$ cat src/rtl/rcm_pkg.sv
// ----------------------------------------------------------------------------
// rcm_pkg
// Shared types and constants for the rod cutting revenue block: sizes,
// transaction structs, controller states and the command/status bundles.
// ----------------------------------------------------------------------------
package rcm_pkg;

	// Longest rod handled; longer lists drop the surplus prices
	localparam int MAX_LEN   = 64;
	localparam int PRICE_W   = 16;
	localparam int REV_W     = 22;
	localparam int LEN_W     = 7;
	// Counters and revenue table index: hold 0..MAX_LEN
	localparam int CNT_W     = $clog2(MAX_LEN + 1);
	localparam int REV_DEPTH = MAX_LEN + 1;
	// Price store index: 0..MAX_LEN-1
	localparam int PADDR_W   = (MAX_LEN > 1) ? $clog2(MAX_LEN) : 1;

	localparam logic [REV_W-1:0] REV_MAX = '1;

	typedef struct packed {
		logic [PRICE_W-1:0] price;
		logic               last;
	} in_item_t;

	typedef struct packed {
		logic [REV_W-1:0] best_revenue;
		logic [LEN_W-1:0] rod_length;
	} out_item_t;

	typedef enum logic [2:0] {
		ST_LOAD,
		ST_INIT,
		ST_RUN,
		ST_DRAIN,
		ST_WRITE,
		ST_DONE
	} rcm_state_t;

	// Controller to datapath
	typedef struct packed {
		logic store;      // store the incoming price
		logic finish;     // incoming price ends the list
		logic init;       // write r[0] = 0, start at j = 1
		logic issue;      // read price[i-1] and r[j-i]
		logic write_rev;  // write r[j], move to next j
		logic load_out;   // move r[n] and n into the output register
	} rcm_cmd_t;

	// Datapath to controller
	typedef struct packed {
		logic i_last;     // i has reached j
		logic j_last;     // j has reached n
		logic out_free;   // output register can take a result this cycle
	} rcm_status_t;

endpackage

$ cat src/rtl/rcm_ctrl.sv
// ----------------------------------------------------------------------------
// rcm_ctrl
// Controller: sequences price loading, the bottom-up table fill and the
// hand-over of the result to the output register.
// ----------------------------------------------------------------------------
module rcm_ctrl
	import rcm_pkg::*;
(
	input  logic        clk,
	input  logic        arst_n,
	input  logic        in_valid,
	input  logic        in_last,
	output logic        in_stall,
	input  rcm_status_t status,
	output rcm_cmd_t    cmd
);

	rcm_state_t state_q;
	rcm_state_t state_next;

	// State register
	always_ff @(posedge clk or negedge arst_n) begin
		if (!arst_n) begin
			state_q <= ST_LOAD;
		end else begin
			state_q <= state_next;
		end
	end

	// Next state
	always_comb begin
		state_next = state_q;
		unique case (state_q)
			ST_LOAD: begin
				if (in_valid && in_last) begin
					state_next = ST_INIT;
				end
			end
			ST_INIT: begin
				state_next = ST_RUN;
			end
			ST_RUN: begin
				if (status.i_last) begin
					state_next = ST_DRAIN;
				end
			end
			ST_DRAIN: begin
				state_next = ST_WRITE;
			end
			ST_WRITE: begin
				if (status.j_last) begin
					state_next = ST_DONE;
				end else begin
					state_next = ST_RUN;
				end
			end
			ST_DONE: begin
				if (status.out_free) begin
					state_next = ST_LOAD;
				end
			end
			default: begin
				state_next = ST_LOAD;
			end
		endcase
	end

	// Outputs
	always_comb begin
		cmd      = '0;
		in_stall = 1'b1;
		unique case (state_q)
			ST_LOAD: begin
				in_stall   = 1'b0;
				cmd.store  = in_valid;
				cmd.finish = in_valid && in_last;
			end
			ST_INIT: begin
				cmd.init = 1'b1;
			end
			ST_RUN: begin
				cmd.issue = 1'b1;
			end
			ST_DRAIN: begin
				cmd = '0;
			end
			ST_WRITE: begin
				cmd.write_rev = 1'b1;
			end
			ST_DONE: begin
				cmd.load_out = status.out_free;
			end
			default: begin
				cmd = '0;
			end
		endcase
	end

endmodule

$ cat src/rtl/rcm_dp.sv
// ----------------------------------------------------------------------------
// rcm_dp
// Datapath: price store, revenue table, loop counters, the add/compare
// accumulator and the output register.
// ----------------------------------------------------------------------------
module rcm_dp
	import rcm_pkg::*;
(
	input  logic        clk,
	input  logic        arst_n,
	input  in_item_t    in_item,
	input  rcm_cmd_t    cmd,
	output rcm_status_t status,
	output logic        out_valid,
	input  logic        out_stall,
	output out_item_t   out_item
);

	logic [PRICE_W-1:0] price_mem_q [MAX_LEN];
	logic [REV_W-1:0]   rev_mem_q   [REV_DEPTH];

	logic [CNT_W-1:0]   cnt_q;
	logic [CNT_W-1:0]   n_q;
	logic [CNT_W-1:0]   i_q;
	logic [CNT_W-1:0]   j_q;
	logic               rd_valid_s1;
	logic               first_s1;
	logic [PRICE_W-1:0] price_rd_s1;
	logic [REV_W-1:0]   rev_rd_s1;
	logic [REV_W-1:0]   best_q;
	logic               out_valid_q;
	out_item_t          out_q;

	logic [CNT_W-1:0]   cnt_inc;
	logic               cnt_room;
	logic [CNT_W-1:0]   i_minus1;
	logic [CNT_W-1:0]   rev_raddr;
	logic [REV_W:0]     cand;
	logic [REV_W-1:0]   cand_sat;
	logic [CNT_W-1:0]   rev_waddr;
	logic [REV_W-1:0]   rev_wdata;

	// Load count saturates at the store depth
	assign cnt_room = cnt_q < CNT_W'(MAX_LEN);
	assign cnt_inc  = cnt_room ? cnt_q + 1'b1 : cnt_q;

	// Read addresses: price[i-1] and r[j-i]
	assign i_minus1  = i_q - 1'b1;
	assign rev_raddr = j_q - i_q;

	// Candidate price + revenue, clamped to the field width
	assign cand     = {1'b0, rev_rd_s1} + (REV_W + 1)'(price_rd_s1);
	assign cand_sat = cand[REV_W] ? REV_MAX : cand[REV_W-1:0];

	// Table write: r[0] on init, r[j] at the end of each row
	assign rev_waddr = cmd.init ? '0 : j_q;
	assign rev_wdata = cmd.init ? '0 : best_q;

	// Price store
	always_ff @(posedge clk) begin
		if (cmd.store && cnt_room) begin
			price_mem_q[cnt_q[PADDR_W-1:0]] <= in_item.price;
		end
		if (cmd.issue) begin
			price_rd_s1 <= price_mem_q[i_minus1[PADDR_W-1:0]];
		end
	end

	// Revenue table
	always_ff @(posedge clk) begin
		if (cmd.init || cmd.write_rev) begin
			rev_mem_q[rev_waddr] <= rev_wdata;
		end
		if (cmd.issue) begin
			rev_rd_s1 <= rev_mem_q[rev_raddr];
		end
	end

	// Counters and read pipeline control
	always_ff @(posedge clk or negedge arst_n) begin
		if (!arst_n) begin
			cnt_q       <= '0;
			n_q         <= '0;
			i_q         <= '0;
			j_q         <= '0;
			rd_valid_s1 <= 1'b0;
			first_s1    <= 1'b0;
		end else begin
			if (cmd.store) begin
				cnt_q <= cmd.finish ? '0 : cnt_inc;
			end
			if (cmd.finish) begin
				n_q <= cnt_inc;
			end
			rd_valid_s1 <= cmd.issue;
			if (cmd.issue) begin
				first_s1 <= (i_q == CNT_W'(1));
				i_q      <= i_q + 1'b1;
			end
			if (cmd.init) begin
				i_q <= CNT_W'(1);
				j_q <= CNT_W'(1);
			end
			if (cmd.write_rev) begin
				i_q <= CNT_W'(1);
				j_q <= j_q + 1'b1;
			end
		end
	end

	// Running maximum over the row
	always_ff @(posedge clk) begin
		if (rd_valid_s1) begin
			if (first_s1 || cand_sat > best_q) begin
				best_q <= cand_sat;
			end
		end
	end

	// Output register
	always_ff @(posedge clk or negedge arst_n) begin
		if (!arst_n) begin
			out_valid_q <= 1'b0;
		end else if (cmd.load_out) begin
			out_valid_q <= 1'b1;
		end else if (!out_stall) begin
			out_valid_q <= 1'b0;
		end
	end

	always_ff @(posedge clk) begin
		if (cmd.load_out) begin
			out_q.best_revenue <= best_q;
			out_q.rod_length   <= LEN_W'(n_q);
		end
	end

	assign status.i_last   = (i_q == j_q);
	assign status.j_last   = (j_q == n_q);
	assign status.out_free = !out_valid_q || !out_stall;

	assign out_valid = out_valid_q;
	assign out_item  = out_q;

endmodule

$ cat src/rtl/rod_cutting_max_revenue.sv
// ----------------------------------------------------------------------------
// rod_cutting_max_revenue
// Maximum revenue from cutting a rod, filled bottom-up from a price list.
// ----------------------------------------------------------------------------
// Prices arrive one transaction per cycle while the input is not stalled,
// the k-th being the price of a piece of length k; the transaction flagged
// last ends the list and its count n is the rod length (prices beyond
// MAX_LEN are dropped, n stops at MAX_LEN). The block then stalls its input
// while it fills the revenue table with a single adder/comparator, one
// candidate price[i]+r[j-i] per cycle; each row ends with a drain of the
// read pipeline into the accumulator and the write of r[j]. When the output
// register is free, r[n] and n move into it and loading resumes, so the
// next list can load while the result waits to be taken.
module rod_cutting_max_revenue
	import rcm_pkg::*;
(
	input  logic      clk,
	input  logic      arst_n,
	input  logic      in_valid,
	output logic      in_stall,
	input  in_item_t  in_item,
	output logic      out_valid,
	input  logic      out_stall,
	output out_item_t out_item
);

	rcm_cmd_t    cmd;
	rcm_status_t status;

	// Sequencer
	rcm_ctrl u_ctrl (
		.clk      (clk),
		.arst_n   (arst_n),
		.in_valid (in_valid),
		.in_last  (in_item.last),
		.in_stall (in_stall),
		.status   (status),
		.cmd      (cmd)
	);

	// Stores, accumulator and output register
	rcm_dp u_dp (
		.clk       (clk),
		.arst_n    (arst_n),
		.in_item   (in_item),
		.cmd       (cmd),
		.status    (status),
		.out_valid (out_valid),
		.out_stall (out_stall),
		.out_item  (out_item)
	);

endmodule

$ cat config.mk
export PLATFORM = sky130hd
export DESIGN_NAME = rod_cutting_max_revenue
export DESIGN_NICKNAME = d
export VERILOG_FILES = /design/src/rtl/rcm_pkg.sv /design/src/rtl/rcm_ctrl.sv /design/src/rtl/rcm_dp.sv /design/src/rtl/rod_cutting_max_revenue.sv
export SDC_FILE = /design/constraint.sdc
export NUM_CORES = 2
export LEC_CHECK = 0
export BUFFER_PORTS_ARGS = -buffer_cell sky130_fd_sc_hd__buf_2
export CAP_MARGIN = 20
export CORE_MARGIN = 1.5
export CORE_UTILIZATION = 25
export DETAILED_ROUTE_END_ITERATION = 6
export GPL_ROUTABILITY_DRIVEN = 1
export GPL_TIMING_DRIVEN = 0
export PLACE_DENSITY = 0.47
export SYNTH_ARGS = -nofsm -noshare
export SYNTH_HDL_FRONTEND = slang
export SYNTH_HIERARCHICAL = 1
export SYNTH_SLANG_ARGS = --single-unit
$ cat constraint.sdc
create_clock -name clk -period 6.6 [get_ports clk]
set_input_delay 0.66 -clock clk [delete_from_list [all_inputs] [get_ports clk]]
set_output_delay 0.66 -clock clk [all_outputs]
set_load 0.02 [all_outputs]
==> results.cfg <==
[worst_setup_path]
crit_fanout = 10
reg2reg_depth = 13
r2r_start = u_dp/j_q[0]
worst_setup_path_start_kind = flop
critPathArrivalTime_ns = 6.89
timing.rr.end = u_dp/rev_rd_s1[4]
r2r_slack_ns = 0.17
crit_type = flop to flop
worst_setup_path_end_kind = flop
required_ns = 7.05

[logic_synthesis]
postSynthCellCount = 4485
synth_ff_type = edfxtp_1
synth_edf_count = 2543
synth.area.top_cells = edfxtp_1 76%, mux4_2 16%, mux2i_1 2.1%
synthesis.nets = 4557
synth-seq-area-share_pct = 76.59
synth_top_cell_area_share_pct = 75.74
syn_area_per_cell_sq_um = 22.48
async_flop_share_pct = 1.319
ys_ff_latch = 2577
synth_warnings = 6
synthesis.area_sq_um = 100800
yosysUniqueCellTypes = 62
synth.largest_area_cell = edfxtp_1

[timing]
period_needed_ns = 6.434
slew_headroom_pct = 21.73
hold_viol = 0
max_freq_mhz = 155.4
slew_viol_final = 0
rsz0062_at_grt = false
setup-violations-final = 0
tightest_slew_ns = 1.171
period_share_pct = 97.49
fin_skew_ns = 0.08379

[finish]
drive_gt1_share_pct = 30.74
final_cell_mix = 2,543 x edfxtp_1, 694 x mux4_2, 287 x clkbuf_16
utilization_pct = 29.86
syn_to_final_growth_pct = 19.07
final_common_cell = edfxtp_1
n_fill_cell = 38740
nets = 5060

[die]
ios = 52
die_w_um = 638.0
core_sq_um = 402000
die_h_um = 638.0
start_util_pct = 25.08
rows = 233
die_area_sq_um = 407100

[global_route]
grt-ovfl-total = 0
grt_pass1_wl_mm = 384.2
grt_max_degree = 65
grt_pass1_vias = 48990
antenna_found_initial = 24
grt_util_all_layers_pct = 13.22

[worst_hold_path]
min_from = in_item[15]
whs_path_depth = 1
hp-class = input port to flop
hold_end = u_dp/price_mem_q[1][14]

[routing]
drc = 0
viasPerCell = 4.512
routed-via-count = 47300
avgRoutedWirePerCell_um = 26.19
ant_nets = 0
wirelength_mm = 274.5
drt_iter0_drc = 4373
first_pass_iters = 5

[clock_network]
clock_sinks = 2577
clockBufferDepth = 4
cts_tree = done
htreeDepth = 5
cts_root_buffer = clkbuf_16
cts.clk_slew.worst_paths_ns = 0.06
insertion_delay_ns = 0.88
cts_buffers = 280

[placed_design]
port_buffers = 51
dp_hpwl_mm = 188.2
gp_congestion = 0.8145

[status]
status = complete, no violations

[run]
cap_violations = 0
[routing by layer]
metal	GRT usage [%]	vias up	wire length, um
li1	-	19940	-
met1	17.58	25880	117600
met2	22.63	1113	137800
met3	1.928	357	12080
met4	3.297	12	6911
met5	0	-	70
[how the worst max path moves through the flow]
stage,endpoint,slack [ns],from,cells past startpoint
detailed placement,u_dp/rev_rd_s1[3],0.33,u_dp/j_q[0],13
floorplan,u_dp/best_q[0],1.70,u_dp/price_rd_s1[0],18
CTS,u_dp/price_rd_s1[8],0.27,u_dp/i_q[0],11
global placement,u_dp/rev_mem_q[23][11],-1.06,u_ctrl/state_q[1],7
global route,u_dp/rev_rd_s1[3],0.05,u_dp/j_q[0],13
finish,u_dp/rev_rd_s1[4],0.17,u_dp/j_q[0],13
[through the flow]
step           setup TNS, ns  instance area, sq um  hold slack, ns  std cells  setup WS [ns]
3_5_place_dp               0                111300          0.4418       9986         0.3264
2_1_floorplan              0                100800          0.3644       4485          1.702
4_1_cts                    0                119900          0.2138      10470         0.2666
6_report                   0                120000          0.2550      10480         0.1659
3_3_place_gp         -351.62                107700          0.4544       9823         -1.059
5_1_grt                    0                120000          0.2181      10480        0.05320
[synthesized netlist by cell type, types with 13 or more instances]
library cell,n
buf_2,76
nor2b_1,15
xnor2_1,25
nor2_1,207
a21oi_1,40
buf_4,24
a22o_1,21
clkbuf_1,100
mux4_2,694
dfrtp_1,34
inv_1,45
nand2_1,87
mux2i_1,213
a221oi_1,20
xor2_1,14
a21o_1,18
o21ai_0,38
ha_1,49
mux2_2,42
nor3_1,13
nand3_1,20
buf_1,16
edfxtp_1,2543
[cell families after synthesis]
group                    after synthesis  share of synthesized area, %
flip-flops                          2577                         76.59
multiplexers                         949                         18.09
adder cells (fa/ha/maj)               51                        0.6478
AND/OR/NAND/NOR                      412                         1.824
AO/OA/AOI/OAI                        188                         1.266
buffers and inverters                268                         1.234
XOR/XNOR                              40                        0.3549
[final cells by class]
| type | instances | area (sq um) | share of cell area (%) |
|---|---|---|---|
| timing repair buffer | 221 | 3158 | 2.631 |
| tap | 5287 | 6615 | 5.510 |
| multi-input combinational | 1640 | 23200 | 19.33 |
| sequential | 2577 | 77210 | 64.32 |
| antenna | 4 | 10.01 | 0.008338 |
| clock inverter | 130 | 1136 | 0.9464 |
| inverter | 45 | 168.9 | 0.1407 |
| buffer | 223 | 1075 | 0.8953 |
| clock buffer | 356 | 7471 | 6.223 |
[worst max-delay path, stage by stage, from the launching register on]
cell,delay [ns]
dfrtp_1,0.38
clkbuf_1,0.31
inv_1,0.34
ha_1,0.23
inv_1,0.06
fa_1,0.47
buf_2,0.40
buf_1,0.73
clkbuf_1,0.89
mux4_2,0.40
mux2i_1,0.12
mux2i_1,0.48
mux2i_1,0.18
a221oi_1,0.99
[sequential cells by signal, summed over array words and instances (netlist names)]
register          cells
u_ctrl/state_q        3
u_dp/out_item        29
u_dp/best_q          22
u_dp/j_q              7
u_dp/price_rd_s1     16
u_dp/cnt_q            7
u_dp/i_q              7
u_dp/rd_valid_s1      1
u_dp/out_valid        1
u_dp/first_s1         1
u_dp/price_mem_q   1024
u_dp/n_q              7
u_dp/rev_mem_q     1430
u_dp/rev_rd_s1       22
[what timing repair did]
item	CTS	global route
buffers inserted	0	0
hold buffers	1	0
hold endpoints to repair	29	0
gates resized for setup	0	0
Power is left out: the tool's default activity adds up to more than one toggle a clock period on the data nets, which glitch-free logic cannot reach.
